<file path="src/hdl/sbq_pkg.sv">
`timescale 1ns / 1ps
// ----------------------------------------------------------------------------
// sbq_pkg - stereo biquad shared definitions
// Field widths, register indexes, control word layout and the microcode ROM.
// ----------------------------------------------------------------------------
package sbq_pkg;

  localparam int unsigned DEF_SAMPLE_BITS    = 24;
  localparam int unsigned DEF_COEF_FRAC_BITS = 20;
  localparam int unsigned DEF_NUM_CHANNELS   = 2;

  localparam int unsigned COEF_W     = 24;
  localparam int unsigned GAIN_W     = 17;
  localparam int unsigned GAIN_FRAC  = 16;
  localparam int unsigned NUM_TAPS   = 5;
  localparam int unsigned MUL_B_W    = COEF_W + 1;
  localparam int unsigned CFG_IDX_W  = 3;
  localparam int unsigned CFG_DATA_W = 24;
  localparam int unsigned PC_W       = 4;

  localparam logic [GAIN_W-1:0] GAIN_RESET = GAIN_W'(65536);

  typedef enum logic [CFG_IDX_W-1:0] {
    REG_B0     = 3'd0,
    REG_B1     = 3'd1,
    REG_B2     = 3'd2,
    REG_F1     = 3'd3,
    REG_F2     = 3'd4,
    REG_GAIN   = 3'd5,
    REG_BYPASS = 3'd6
  } cfg_idx_e;

  typedef struct packed {
    logic [NUM_TAPS-1:0][COEF_W-1:0] coef;
    logic [GAIN_W-1:0]               gain;
    logic                            bypass;
  } cfg_t;

  // multiplier operand pair
  typedef enum logic [2:0] {
    MUL_B0_X  = 3'd0,
    MUL_B1_X1 = 3'd1,
    MUL_B2_X2 = 3'd2,
    MUL_F1_Y1 = 3'd3,
    MUL_F2_Y2 = 3'd4,
    MUL_G_Y   = 3'd5
  } mul_sel_e;

  typedef enum logic [1:0] {
    ACC_HOLD    = 2'd0,
    ACC_LOAD_RF = 2'd1,
    ACC_ADD     = 2'd2,
    ACC_LOAD_RG = 2'd3
  } acc_op_e;

  typedef enum logic [1:0] {
    OUT_NONE   = 2'd0,
    OUT_GAIN   = 2'd1,
    OUT_BYPASS = 2'd2
  } out_op_e;

  typedef enum logic [1:0] {
    JMP_NEXT   = 2'd0,
    JMP_BYPASS = 2'd1,
    JMP_END    = 2'd2
  } jmp_e;

  typedef struct packed {
    mul_sel_e        mul_sel;
    acc_op_e         acc_op;
    logic            wr_hist;
    out_op_e         out_op;
    jmp_e            jmp;
    logic [PC_W-1:0] target;
  } ucode_t;

  typedef struct packed {
    logic bypass;
    logic out_stall;
  } status_t;

  localparam logic [PC_W-1:0] STEP_BYPASS = PC_W'(10);

  localparam ucode_t UC_NOP = '{
    mul_sel: MUL_B0_X, acc_op: ACC_HOLD, wr_hist: 1'b0,
    out_op: OUT_NONE, jmp: JMP_NEXT, target: '0
  };

  function automatic ucode_t ucode_rom(input logic [PC_W-1:0] step);
    ucode_t uc;
    uc = UC_NOP;
    case (step)
      PC_W'(0): begin
        uc.mul_sel = MUL_B0_X;
        uc.jmp     = JMP_BYPASS;
        uc.target  = STEP_BYPASS;
      end
      PC_W'(1): begin
        uc.mul_sel = MUL_B1_X1;
        uc.acc_op  = ACC_LOAD_RF;
      end
      PC_W'(2): begin
        uc.mul_sel = MUL_B2_X2;
        uc.acc_op  = ACC_ADD;
      end
      PC_W'(3): begin
        uc.mul_sel = MUL_F1_Y1;
        uc.acc_op  = ACC_ADD;
      end
      PC_W'(4): begin
        uc.mul_sel = MUL_F2_Y2;
        uc.acc_op  = ACC_ADD;
      end
      PC_W'(5): begin
        uc.acc_op = ACC_ADD;
      end
      PC_W'(6): begin
        uc.wr_hist = 1'b1;
      end
      PC_W'(7): begin
        uc.mul_sel = MUL_G_Y;
      end
      PC_W'(8): begin
        uc.acc_op = ACC_LOAD_RG;
      end
      PC_W'(9): begin
        uc.out_op = OUT_GAIN;
        uc.jmp    = JMP_END;
      end
      STEP_BYPASS: begin
        uc.out_op = OUT_BYPASS;
        uc.jmp    = JMP_END;
      end
      default: begin
        uc     = UC_NOP;
        uc.jmp = JMP_END;
      end
    endcase
    return uc;
  endfunction

endpackage

</file>
<file path="src/hdl/sbq_in_if.sv">
`timescale 1ns / 1ps
// ----------------------------------------------------------------------------
// sbq_in_if - sample input channel
// Valid/ready channel carrying one tagged sample.
// ----------------------------------------------------------------------------
interface sbq_in_if #(
  parameter int unsigned SAMPLE_BITS = 24
);
  logic                   valid;
  logic                   ready;
  logic [SAMPLE_BITS-1:0] sample_in;
  logic                   channel;
  logic                   block_end;

  modport source (output valid, output sample_in, output channel, output block_end,
                  input ready);
  modport sink   (input valid, input sample_in, input channel, input block_end,
                  output ready);
endinterface

</file>
<file path="src/hdl/sbq_out_if.sv">
`timescale 1ns / 1ps
// ----------------------------------------------------------------------------
// sbq_out_if - sample output channel
// Valid/ready channel carrying one filtered or bypassed sample.
// ----------------------------------------------------------------------------
interface sbq_out_if #(
  parameter int unsigned SAMPLE_BITS = 24
);
  logic                   valid;
  logic                   ready;
  logic [SAMPLE_BITS-1:0] sample_out;
  logic                   channel_out;
  logic                   block_end_out;

  modport source (output valid, output sample_out, output channel_out,
                  output block_end_out, input ready);
  modport sink   (input valid, input sample_out, input channel_out,
                  input block_end_out, output ready);
endinterface

</file>
<file path="src/hdl/sbq_cfg_if.sv">
`timescale 1ns / 1ps
// ----------------------------------------------------------------------------
// sbq_cfg_if - configuration write channel
// Valid/ready channel carrying a register index and write data.
// ----------------------------------------------------------------------------
interface sbq_cfg_if;
  import sbq_pkg::*;
  logic                  valid;
  logic                  ready;
  logic [CFG_IDX_W-1:0]  index;
  logic [CFG_DATA_W-1:0] data;

  modport source (output valid, output index, output data, input ready);
  modport sink   (input valid, input index, input data, output ready);
endinterface

</file>
<file path="src/hdl/sbq_cfg_regs.sv">
`timescale 1ns / 1ps
// ----------------------------------------------------------------------------
// sbq_cfg_regs - configuration register file
// Coefficients, output gain and bypass, written one register per transaction.
// ----------------------------------------------------------------------------
module sbq_cfg_regs import sbq_pkg::*; (
  input  logic                  clk_i,
  input  logic                  rst_ni,
  input  logic                  wr_en_i,
  input  logic [CFG_IDX_W-1:0]  wr_idx_i,
  input  logic [CFG_DATA_W-1:0] wr_data_i,
  output cfg_t                  cfg_o
);

  cfg_t cfg_q, cfg_d;

  always_comb begin
    cfg_d = cfg_q;
    if (wr_en_i) begin
      case (wr_idx_i)
        REG_B0:     cfg_d.coef[0] = wr_data_i[COEF_W-1:0];
        REG_B1:     cfg_d.coef[1] = wr_data_i[COEF_W-1:0];
        REG_B2:     cfg_d.coef[2] = wr_data_i[COEF_W-1:0];
        REG_F1:     cfg_d.coef[3] = wr_data_i[COEF_W-1:0];
        REG_F2:     cfg_d.coef[4] = wr_data_i[COEF_W-1:0];
        REG_GAIN:   cfg_d.gain    = wr_data_i[GAIN_W-1:0];
        REG_BYPASS: cfg_d.bypass  = wr_data_i[0];
        default:    cfg_d = cfg_q;
      endcase
    end
  end

  always_ff @(posedge clk_i or negedge rst_ni) begin
    if (!rst_ni) begin
      cfg_q.coef   <= '0;
      cfg_q.gain   <= GAIN_RESET;
      cfg_q.bypass <= 1'b0;
    end else begin
      cfg_q <= cfg_d;
    end
  end

  assign cfg_o = cfg_q;

endmodule

</file>
<file path="src/hdl/sbq_sequencer.sv">
`timescale 1ns / 1ps
// ----------------------------------------------------------------------------
// sbq_sequencer - microcode sequencer
// Step counter over the control ROM with bypass branch and output stall.
// ----------------------------------------------------------------------------
module sbq_sequencer import sbq_pkg::*; (
  input  logic    clk_i,
  input  logic    rst_ni,
  input  logic    start_i,
  input  status_t status_i,
  output logic    busy_o,
  output ucode_t  ctrl_o,
  output logic    advance_o
);

  logic            busy_q, busy_d;
  logic [PC_W-1:0] pc_q, pc_d;
  ucode_t          uc;
  logic            advance;

  assign uc = ucode_rom(pc_q);

  // an output step waits while the result register is still full and out_chan is not ready
  assign advance = busy_q && !((uc.out_op != OUT_NONE) && status_i.out_stall);

  always_comb begin
    busy_d = busy_q;
    pc_d   = pc_q;
    if (!busy_q) begin
      if (start_i) begin
        busy_d = 1'b1;
        pc_d   = '0;
      end
    end else if (advance) begin
      case (uc.jmp)
        JMP_NEXT:   pc_d = pc_q + PC_W'(1);
        JMP_BYPASS: pc_d = status_i.bypass ? uc.target : pc_q + PC_W'(1);
        JMP_END:    busy_d = 1'b0;
        default:    busy_d = 1'b0;
      endcase
    end
  end

  always_ff @(posedge clk_i or negedge rst_ni) begin
    if (!rst_ni) begin
      busy_q <= 1'b0;
      pc_q   <= '0;
    end else begin
      busy_q <= busy_d;
      pc_q   <= pc_d;
    end
  end

  assign busy_o    = busy_q;
  assign ctrl_o    = busy_q ? uc : UC_NOP;
  assign advance_o = advance;

endmodule

</file>
<file path="src/hdl/sbq_datapath.sv">
`timescale 1ns / 1ps
// ----------------------------------------------------------------------------
// sbq_datapath - shared multiply-accumulate datapath
// One multiplier, accumulator with rounding, saturation, per-channel history
// and the output register.
// ----------------------------------------------------------------------------
module sbq_datapath import sbq_pkg::*; #(
  parameter int unsigned SAMPLE_BITS    = DEF_SAMPLE_BITS,
  parameter int unsigned COEF_FRAC_BITS = DEF_COEF_FRAC_BITS,
  parameter int unsigned NUM_CHANNELS   = DEF_NUM_CHANNELS
) (
  input  logic                   clk_i,
  input  logic                   rst_ni,
  input  logic                   accept_i,
  input  logic [SAMPLE_BITS-1:0] sample_i,
  input  logic                   channel_i,
  input  logic                   block_end_i,
  input  cfg_t                   cfg_i,
  input  ucode_t                 ctrl_i,
  input  logic                   advance_i,
  output status_t                status_o,
  output logic                   out_valid_o,
  input  logic                   out_ready_i,
  output logic [SAMPLE_BITS-1:0] sample_o,
  output logic                   channel_o,
  output logic                   block_end_o
);

  localparam int unsigned CH_W   = (NUM_CHANNELS > 1) ? $clog2(NUM_CHANNELS) : 1;
  localparam int unsigned PROD_W = SAMPLE_BITS + MUL_B_W;
  localparam int unsigned ACC_W  = PROD_W + 3;

  localparam logic signed [ACC_W-1:0] RND_F = ACC_W'(1) << (COEF_FRAC_BITS - 1);
  localparam logic signed [ACC_W-1:0] RND_G = ACC_W'(1) << (GAIN_FRAC - 1);
  localparam logic signed [ACC_W-1:0] SAT_HI =
    {{(ACC_W-SAMPLE_BITS+1){1'b0}}, {(SAMPLE_BITS-1){1'b1}}};
  localparam logic signed [ACC_W-1:0] SAT_LO = ~SAT_HI;

  logic signed [SAMPLE_BITS-1:0] x_q, y_q;
  logic                          ch_q, be_q;
  logic [CH_W-1:0]               ch_sel_q;

  logic signed [SAMPLE_BITS-1:0] prev_in_q   [NUM_CHANNELS];
  logic signed [SAMPLE_BITS-1:0] prev_in2_q  [NUM_CHANNELS];
  logic signed [SAMPLE_BITS-1:0] prev_out_q  [NUM_CHANNELS];
  logic signed [SAMPLE_BITS-1:0] prev_out2_q [NUM_CHANNELS];

  logic signed [SAMPLE_BITS-1:0] op_a;
  logic signed [MUL_B_W-1:0]     op_b;
  logic signed [PROD_W-1:0]      prod_q;
  logic signed [ACC_W-1:0]       acc_q, acc_d;
  logic signed [ACC_W-1:0]       shifted;
  logic signed [SAMPLE_BITS-1:0] sat_val;

  logic                          out_valid_q;
  logic [SAMPLE_BITS-1:0]        sample_out_q;
  logic                          ch_out_q, be_out_q;
  logic                          out_load, out_stall;

  // input capture; a channel past the last history set uses the last one
  always_ff @(posedge clk_i) begin
    if (accept_i) begin
      x_q  <= sample_i;
      ch_q <= channel_i;
      be_q <= block_end_i;
      if (int'(channel_i) >= int'(NUM_CHANNELS)) begin
        ch_sel_q <= CH_W'(NUM_CHANNELS - 1);
      end else begin
        ch_sel_q <= CH_W'(channel_i);
      end
    end
  end

  always_comb begin
    op_a = x_q;
    op_b = MUL_B_W'($signed(cfg_i.coef[0]));
    case (ctrl_i.mul_sel)
      MUL_B0_X: begin
        op_a = x_q;
        op_b = MUL_B_W'($signed(cfg_i.coef[0]));
      end
      MUL_B1_X1: begin
        op_a = prev_in_q[ch_sel_q];
        op_b = MUL_B_W'($signed(cfg_i.coef[1]));
      end
      MUL_B2_X2: begin
        op_a = prev_in2_q[ch_sel_q];
        op_b = MUL_B_W'($signed(cfg_i.coef[2]));
      end
      MUL_F1_Y1: begin
        op_a = prev_out_q[ch_sel_q];
        op_b = MUL_B_W'($signed(cfg_i.coef[3]));
      end
      MUL_F2_Y2: begin
        op_a = prev_out2_q[ch_sel_q];
        op_b = MUL_B_W'($signed(cfg_i.coef[4]));
      end
      MUL_G_Y: begin
        op_a = y_q;
        op_b = $signed({{(MUL_B_W-GAIN_W){1'b0}}, cfg_i.gain});
      end
      default: begin
        op_a = x_q;
        op_b = MUL_B_W'($signed(cfg_i.coef[0]));
      end
    endcase
  end

  always_ff @(posedge clk_i) begin
    prod_q <= PROD_W'(op_a) * PROD_W'(op_b);
  end

  always_comb begin
    case (ctrl_i.acc_op)
      ACC_HOLD:    acc_d = acc_q;
      ACC_LOAD_RF: acc_d = ACC_W'(prod_q) + RND_F;
      ACC_ADD:     acc_d = acc_q + ACC_W'(prod_q);
      ACC_LOAD_RG: acc_d = ACC_W'(prod_q) + RND_G;
      default:     acc_d = acc_q;
    endcase
  end

  always_ff @(posedge clk_i) begin
    acc_q <= acc_d;
  end

  // rounding constant is already in the accumulator, so the shift floors
  assign shifted = (ctrl_i.out_op == OUT_GAIN) ? (acc_q >>> GAIN_FRAC)
                                                : (acc_q >>> COEF_FRAC_BITS);

  always_comb begin
    if (shifted > SAT_HI) begin
      sat_val = SAT_HI[SAMPLE_BITS-1:0];
    end else if (shifted < SAT_LO) begin
      sat_val = SAT_LO[SAMPLE_BITS-1:0];
    end else begin
      sat_val = shifted[SAMPLE_BITS-1:0];
    end
  end

  always_ff @(posedge clk_i) begin
    if (ctrl_i.wr_hist) begin
      y_q <= sat_val;
    end
  end

  always_ff @(posedge clk_i or negedge rst_ni) begin
    if (!rst_ni) begin
      for (int i = 0; i < int'(NUM_CHANNELS); i++) begin
        prev_in_q[i]   <= '0;
        prev_in2_q[i]  <= '0;
        prev_out_q[i]  <= '0;
        prev_out2_q[i] <= '0;
      end
    end else if (ctrl_i.wr_hist) begin
      prev_in2_q[ch_sel_q]  <= prev_in_q[ch_sel_q];
      prev_in_q[ch_sel_q]   <= x_q;
      prev_out2_q[ch_sel_q] <= prev_out_q[ch_sel_q];
      prev_out_q[ch_sel_q]  <= sat_val;
    end
  end

  assign out_stall = out_valid_q && !out_ready_i;
  assign out_load  = advance_i && (ctrl_i.out_op != OUT_NONE);

  always_ff @(posedge clk_i or negedge rst_ni) begin
    if (!rst_ni) begin
      out_valid_q <= 1'b0;
    end else if (out_load) begin
      out_valid_q <= 1'b1;
    end else if (out_ready_i) begin
      out_valid_q <= 1'b0;
    end
  end

  always_ff @(posedge clk_i) begin
    if (out_load) begin
      sample_out_q <= (ctrl_i.out_op == OUT_BYPASS) ? x_q : sat_val;
      ch_out_q     <= ch_q;
      be_out_q     <= be_q;
    end
  end

  assign status_o.bypass    = cfg_i.bypass;
  assign status_o.out_stall = out_stall;

  assign out_valid_o = out_valid_q;
  assign sample_o    = sample_out_q;
  assign channel_o   = ch_out_q;
  assign block_end_o = be_out_q;

endmodule

</file>
<file path="src/hdl/stereo_biquad_filter_unit.sv">
`timescale 1ns / 1ps
// ----------------------------------------------------------------------------
// stereo_biquad_filter_unit - two-channel direct-form-I biquad
// Microcoded multiply-accumulate biquad with output gain and bypass.
// ----------------------------------------------------------------------------
//  port      dir  transaction carries
//  in_chan   in   sample_in, channel, block_end
//  out_chan  out  sample_out, channel_out, block_end_out
//  cfg_chan  in   index, data (coefficients, gain, bypass)
//
//  a filtered sample is accepted and then runs ten microcode steps through the
//  one shared multiplier (five taps, gain) before the next one is taken; in
//  bypass the first step branches straight to the output step
//  in_chan.ready is high whenever the sequencer is idle, also while a result
//  waits in the output register; only the output step stalls on out_chan
//  reset clears history, coefficients and bypass, sets the gain to one
// ----------------------------------------------------------------------------
module stereo_biquad_filter_unit import sbq_pkg::*; #(
  parameter int unsigned SAMPLE_BITS    = DEF_SAMPLE_BITS,
  parameter int unsigned COEF_FRAC_BITS = DEF_COEF_FRAC_BITS,
  parameter int unsigned NUM_CHANNELS   = DEF_NUM_CHANNELS
) (
  input logic       clk_i,
  input logic       rst_ni,
  sbq_in_if.sink    in_chan,
  sbq_out_if.source out_chan,
  sbq_cfg_if.sink   cfg_chan
);

  cfg_t    cfg;
  ucode_t  ctrl;
  status_t status;
  logic    busy;
  logic    advance;
  logic    in_accept;

  assign in_chan.ready  = !busy;
  assign in_accept      = in_chan.valid && !busy;
  assign cfg_chan.ready = 1'b1;

  sbq_cfg_regs u_cfg_regs (
    .clk_i     (clk_i),
    .rst_ni    (rst_ni),
    .wr_en_i   (cfg_chan.valid),
    .wr_idx_i  (cfg_chan.index),
    .wr_data_i (cfg_chan.data),
    .cfg_o     (cfg)
  );

  sbq_sequencer u_sequencer (
    .clk_i     (clk_i),
    .rst_ni    (rst_ni),
    .start_i   (in_accept),
    .status_i  (status),
    .busy_o    (busy),
    .ctrl_o    (ctrl),
    .advance_o (advance)
  );

  sbq_datapath #(
    .SAMPLE_BITS    (SAMPLE_BITS),
    .COEF_FRAC_BITS (COEF_FRAC_BITS),
    .NUM_CHANNELS   (NUM_CHANNELS)
  ) u_datapath (
    .clk_i       (clk_i),
    .rst_ni      (rst_ni),
    .accept_i    (in_accept),
    .sample_i    (in_chan.sample_in),
    .channel_i   (in_chan.channel),
    .block_end_i (in_chan.block_end),
    .cfg_i       (cfg),
    .ctrl_i      (ctrl),
    .advance_i   (advance),
    .status_o    (status),
    .out_valid_o (out_chan.valid),
    .out_ready_i (out_chan.ready),
    .sample_o    (out_chan.sample_out),
    .channel_o   (out_chan.channel_out),
    .block_end_o (out_chan.block_end_out)
  );

endmodule
</file>
<file path="src/flat_wrapper.sv">
// flat-port wrapper written by rule: the top's interface ports become plain ports
module stereo_biquad_filter_unit_flat import sbq_pkg::*;
#(
  parameter int unsigned SAMPLE_BITS    = DEF_SAMPLE_BITS,
  parameter int unsigned COEF_FRAC_BITS = DEF_COEF_FRAC_BITS,
  parameter int unsigned NUM_CHANNELS   = DEF_NUM_CHANNELS
)
  (clk_i, rst_ni, in_chan_valid, in_chan_sample_in, in_chan_channel, in_chan_block_end, in_chan_ready, out_chan_valid, out_chan_sample_out, out_chan_channel_out, out_chan_block_end_out, out_chan_ready, cfg_chan_valid, cfg_chan_index, cfg_chan_data, cfg_chan_ready);
  sbq_in_if #(.SAMPLE_BITS(SAMPLE_BITS)) in_chan_i ();
  sbq_out_if #(.SAMPLE_BITS(SAMPLE_BITS)) out_chan_i ();
  sbq_cfg_if cfg_chan_i ();
  input logic clk_i;
  input logic rst_ni;
  input wire logic [$bits(in_chan_i.valid)-1:0] in_chan_valid;
  input wire logic [$bits(in_chan_i.sample_in)-1:0] in_chan_sample_in;
  input wire logic [$bits(in_chan_i.channel)-1:0] in_chan_channel;
  input wire logic [$bits(in_chan_i.block_end)-1:0] in_chan_block_end;
  output wire logic [$bits(in_chan_i.ready)-1:0] in_chan_ready;
  output wire logic [$bits(out_chan_i.valid)-1:0] out_chan_valid;
  output wire logic [$bits(out_chan_i.sample_out)-1:0] out_chan_sample_out;
  output wire logic [$bits(out_chan_i.channel_out)-1:0] out_chan_channel_out;
  output wire logic [$bits(out_chan_i.block_end_out)-1:0] out_chan_block_end_out;
  input wire logic [$bits(out_chan_i.ready)-1:0] out_chan_ready;
  input wire logic [$bits(cfg_chan_i.valid)-1:0] cfg_chan_valid;
  input wire logic [$bits(cfg_chan_i.index)-1:0] cfg_chan_index;
  input wire logic [$bits(cfg_chan_i.data)-1:0] cfg_chan_data;
  output wire logic [$bits(cfg_chan_i.ready)-1:0] cfg_chan_ready;
  assign in_chan_i.valid = in_chan_valid;
  assign in_chan_i.sample_in = in_chan_sample_in;
  assign in_chan_i.channel = in_chan_channel;
  assign in_chan_i.block_end = in_chan_block_end;
  assign in_chan_ready = in_chan_i.ready;
  assign out_chan_valid = out_chan_i.valid;
  assign out_chan_sample_out = out_chan_i.sample_out;
  assign out_chan_channel_out = out_chan_i.channel_out;
  assign out_chan_block_end_out = out_chan_i.block_end_out;
  assign out_chan_i.ready = out_chan_ready;
  assign cfg_chan_i.valid = cfg_chan_valid;
  assign cfg_chan_i.index = cfg_chan_index;
  assign cfg_chan_i.data = cfg_chan_data;
  assign cfg_chan_ready = cfg_chan_i.ready;
  stereo_biquad_filter_unit #(.SAMPLE_BITS(SAMPLE_BITS), .COEF_FRAC_BITS(COEF_FRAC_BITS), .NUM_CHANNELS(NUM_CHANNELS)) u_core (.clk_i(clk_i), .rst_ni(rst_ni), .in_chan(in_chan_i), .out_chan(out_chan_i), .cfg_chan(cfg_chan_i));
endmodule
</file>
<file path="config.mk">
export PLATFORM = sky130hd
export DESIGN_NAME = stereo_biquad_filter_unit_flat
export DESIGN_NICKNAME = d
export VERILOG_FILES = /design/src/hdl/sbq_pkg.sv /design/src/hdl/sbq_in_if.sv /design/src/hdl/sbq_out_if.sv /design/src/hdl/sbq_cfg_if.sv /design/src/hdl/sbq_cfg_regs.sv /design/src/hdl/sbq_sequencer.sv /design/src/hdl/sbq_datapath.sv /design/src/hdl/stereo_biquad_filter_unit.sv /design/src/flat_wrapper.sv
export SDC_FILE = /design/constraint.sdc
export NUM_CORES = 2
export LEC_CHECK = 0
export BUFFER_PORTS_ARGS = -buffer_cell sky130_fd_sc_hd__buf_2
export CAP_MARGIN = 30
export CORE_MARGIN = 1
export CORE_UTILIZATION = 55
export DETAILED_ROUTE_END_ITERATION = 16
export PLACE_DENSITY = 0.74
export SLEW_MARGIN = 15
export SYNTH_ARGS = -nofsm -noshare
export SYNTH_HDL_FRONTEND = slang
export SYNTH_SLANG_ARGS = --single-unit
</file>
<file path="constraint.sdc">
create_clock -name clk_i -period 8.7 [get_ports clk_i]
set_input_delay 0.435 -clock clk_i [delete_from_list [all_inputs] [get_ports clk_i]]
set_output_delay 0.435 -clock clk_i [all_outputs]
set_load 0.03 [all_outputs]
</file>
==> flow_metrics.tcl <==
set metrics [dict create \
    status "completed" \
    fillers 6562 \
    initialDrtViolationCount 3014 \
    period_needed_ps 8511 \
    maxSlewViolCount 0 \
    stdcell_count 6023 \
    period_share 0.9782 \
    timing.rr.end "u_core.u_datapath.prod_q[46]" \
    yosys.area.top_type_share 0.2626 \
    cp_slowest_cell "fa_2" \
    io_pins 87 \
    ant_nets 0 \
    hp-class "input pin to flip-flop" \
    synth-seq-cells 513 \
    cts.sinks 513 \
    antenna_found_initial 3 \
    slowest_delay_ps 580 \
    core_region_area_mm2 0.08395 \
    first_pass_iters 6 \
    synth.largest_area_cell "fa_1" \
    synth_area_leaders "fa_1 (26%), dfrtp_1 (18%), edfxtp_1 (8.2%), mux2_2 (7.9%), inv_1 (6.2%)" \
    finalClockSkew_ps 22.15 \
    ys_seq_area_frac 0.2823 \
    cts_buffer_depth 3 \
    core.rowCount 106 \
    grt_pass1_wl_mm 209.1 \
    port-buffer-count 85 \
    drv_cap 0 \
    wl_mm 133.1 \
    clk_pin_slew_ps 70 \
    grt_pass1_vias 36950 \
    max_slew_margin 0.3239 \
    ys_types 89 \
    worstSetupEndpointType "flip-flop" \
    grt_max_degree 141 \
    grt_setup_unrepaired "yes" \
    grtUsageTotal 0.3152 \
    diodes 0 \
    hold_path_depth 2 \
    setup_violations 0 \
    avgRoutedWirePerCell_um 22.09 \
    dr_total_vias 35180 \
    hp-start "cfg_chan_data[21]" \
    place_inst 5862 \
    holdPathEnd "u_core.u_cfg_regs.cfg_o[111]" \
    crit_start "u_core.u_sequencer.pc_q[1]" \
    overflow 0 \
    syn-cell-area_mm2 0.04689 \
    nets 5712 \
    synth_fp_nets 5477 \
    clock_latency_ps 650 \
    r2r-start "u_core.u_sequencer.pc_q[1]" \
    ff2ff_path_depth 32 \
    gp_congestion 0.9506 \
    numCtsBuffers 54 \
    die_height_um 294.0 \
    cts_root_buf "clkbuf_16" \
    htreeDepth 2 \
    worstPathMaxFanout 12 \
    synth-main-ff-cell "dfrtp_1" \
    ys_warn_count 0 \
    syn_avg_cell_area_um2 10.17 \
    tightest_slew_ps 1014 \
    die_area_mm2 0.08642 \
    initial_core_util 0.5585 \
    critPathKind "flip-flop to flip-flop" \
    cp-start-kind "flip-flop" \
    post-route-util 0.6313 \
    final_layout_size_suffix_gt1_frac 0.1992 \
    viasPerCell 5.841 \
    synth_edf_count 128 \
    drc 0 \
    ff2ff_setup_slack_ps 190 \
    critical_path_required_ps 9260 \
    hold_viol 0 \
    max_freq_ghz 0.1175 \
    synthToLayoutAreaGrowth_pct 13.04 \
    crit_arrival_ps 9070 \
    die_w_um 294.0 \
    ys_async_sr_fraction 0.6550 \
    timing.critical_path.mode_cell "buf_4" \
    cts_tree "yes" \
    dp_hpwl_mm 100.2 \
    netlist_instances 4612 \
]
[flip-flops by register name, indices dropped and copies added, names as in the netlist]
register,flops
u_core.u_datapath.prev_out2_q,48
u_core.u_datapath.out_valid_o,1
u_core.u_datapath.ch_sel_q,1
u_core.u_datapath.sample_o,24
u_core.u_datapath.x_q,24
u_core.u_datapath.prev_in_q,48
u_core.u_datapath.channel_o,1
u_core.u_datapath.prod_q,49
u_core.u_datapath.be_q,1
u_core.u_datapath.prev_out_q,48
u_core.u_cfg_regs.cfg_o,138
u_core.u_sequencer.busy_o,1
u_core.u_sequencer.pc_q,4
u_core.u_datapath.acc_q,52
u_core.u_datapath.y_q,24
u_core.u_datapath.prev_in2_q,48
u_core.u_datapath.block_end_o,1
[cells by family after synthesis]
kind of cell	share of synthesized area
adders and majority gates	0.3138
AOI/OAI and AO/OA	0.09295
other	0.00007998
buffers and inverters	0.08620
and+or+nand+nor	0.1004
muxes	0.1011
DFF	0.2823
xor gates and xnor gates	0.02316
[metal layers]
layer | GRT usage | vias up | part of all wire
met2 | 0.4985 | 1569 | 0.46
met1 | 0.4104 | 17840 | 0.40
met3 | 0.06866 | 364 | 0.092
met5 | 0 | - | 0.000075
li1 | - | 15410 | -
met4 | 0.1588 | 2 | 0.056
[timing repair]
action,CTS,global route
gates cloned,0,6
setup buffers,4,24
resized for setup,12,94
endpoints found under the setup margin,12,24
hold buffers,27,0
hold endpoints to repair,163,0
pin swaps,2,24
[metrics by stage]
stage / instance area (µm²) / setup slack, ps / hold slack [ps] / setup TNS [ps]
2_1_floorplan: 46890 / 170.9 / 139.4 / 0
3_3_place_gp: 50100 / -83.29 / 400.6 / -136.9
3_5_place_dp: 50100 / -226.6 / 407.1 / -805.4
4_1_cts: 52350 / 26.71 / 63.79 / 0
5_1_grt: 53000 / -65.24 / 77.59 / -412.0
6_report: 53000 / 189.3 / 77.72 / 0
[synthesized netlist by cell type (13+ instances only)]
| cell | count |
|---|---|
| o21a_1 | 37 |
| nand4_1 | 33 |
| a21oi_1 | 187 |
| mux2i_1 | 82 |
| nand2_2 | 30 |
| nor2_1 | 275 |
| o22ai_1 | 28 |
| xnor2_1 | 80 |
| o21ai_0 | 117 |
| nand2b_1 | 13 |
| and2_1 | 35 |
| a221oi_1 | 33 |
| o211ai_1 | 17 |
| clkbuf_1 | 104 |
| a21o_1 | 53 |
| and3_1 | 22 |
| o21ai_1 | 19 |
| nand2_1 | 559 |
| dfxtp_1 | 49 |
| nor3_1 | 21 |
| dfrtp_1 | 335 |
| inv_1 | 770 |
| edfxtp_1 | 128 |
| nor2b_1 | 14 |
| xor2_1 | 44 |
| a221o_1 | 17 |
| ha_1 | 192 |
| nand3_1 | 46 |
| fa_1 | 615 |
| o21bai_1 | 18 |
| buf_2 | 98 |
| mux2_2 | 330 |
| a22oi_1 | 14 |
| a211oi_1 | 19 |
[cell type report]
type                    instances  area (µm²)  share of cell area
multi-input cells            3096       30010              0.5662
repair buffers                408        3533             0.06667
flip-flops and latches        513       13230              0.2497
well taps                    1134        1419             0.02677
clock buffers                  74        1539             0.02904
inverters                     774        2914             0.05498
clock inverters                24       350.3            0.006610
[worst max path at each step]
stage                                              end  depth (start not counted)  slack (ps)
after floorplan           u_core.u_datapath.prod_q[47]                         33         170
after global placement    u_core.u_datapath.prod_q[48]                         32         -80
after detailed placement  u_core.u_datapath.prod_q[48]                         32        -230
after CTS                 u_core.u_datapath.prod_q[47]                         35          30
after global routing      u_core.u_datapath.prod_q[32]                         34         -70
final                     u_core.u_datapath.prod_q[46]                         32         190
[cells in the final DEF (no fill, tap or decap), types with 53 or more instances in the layout]
| cell type | count |
|---|---|
| inv_1 | 764 |
| fa_1 | 609 |
| nand2_1 | 550 |
| dfrtp_1 | 335 |
| mux2_2 | 330 |
| nor2_1 | 265 |
| buf_4 | 239 |
| ha_1 | 190 |
| a21oi_1 | 181 |
| edfxtp_1 | 128 |
| o21ai_0 | 111 |
| buf_2 | 85 |
| mux2i_1 | 82 |
| xnor2_1 | 80 |
| clkbuf_16 | 59 |
| a21o_1 | 53 |
[worst max-delay path, delay by kind of cell (launching register included)]
kind | cells | cell delay, ps
fa+ha+maj | 9 | 4070
flops | 1 | 400
buf+inv | 10 | 1490
mux | 1 | 200
xor+xnor | 1 | 140
simple gates | 4 | 680
compound gates | 7 | 1440
Power is not shown: default switching activity piles up to over one toggle a cycle in this logic, so the estimate is an artifact.
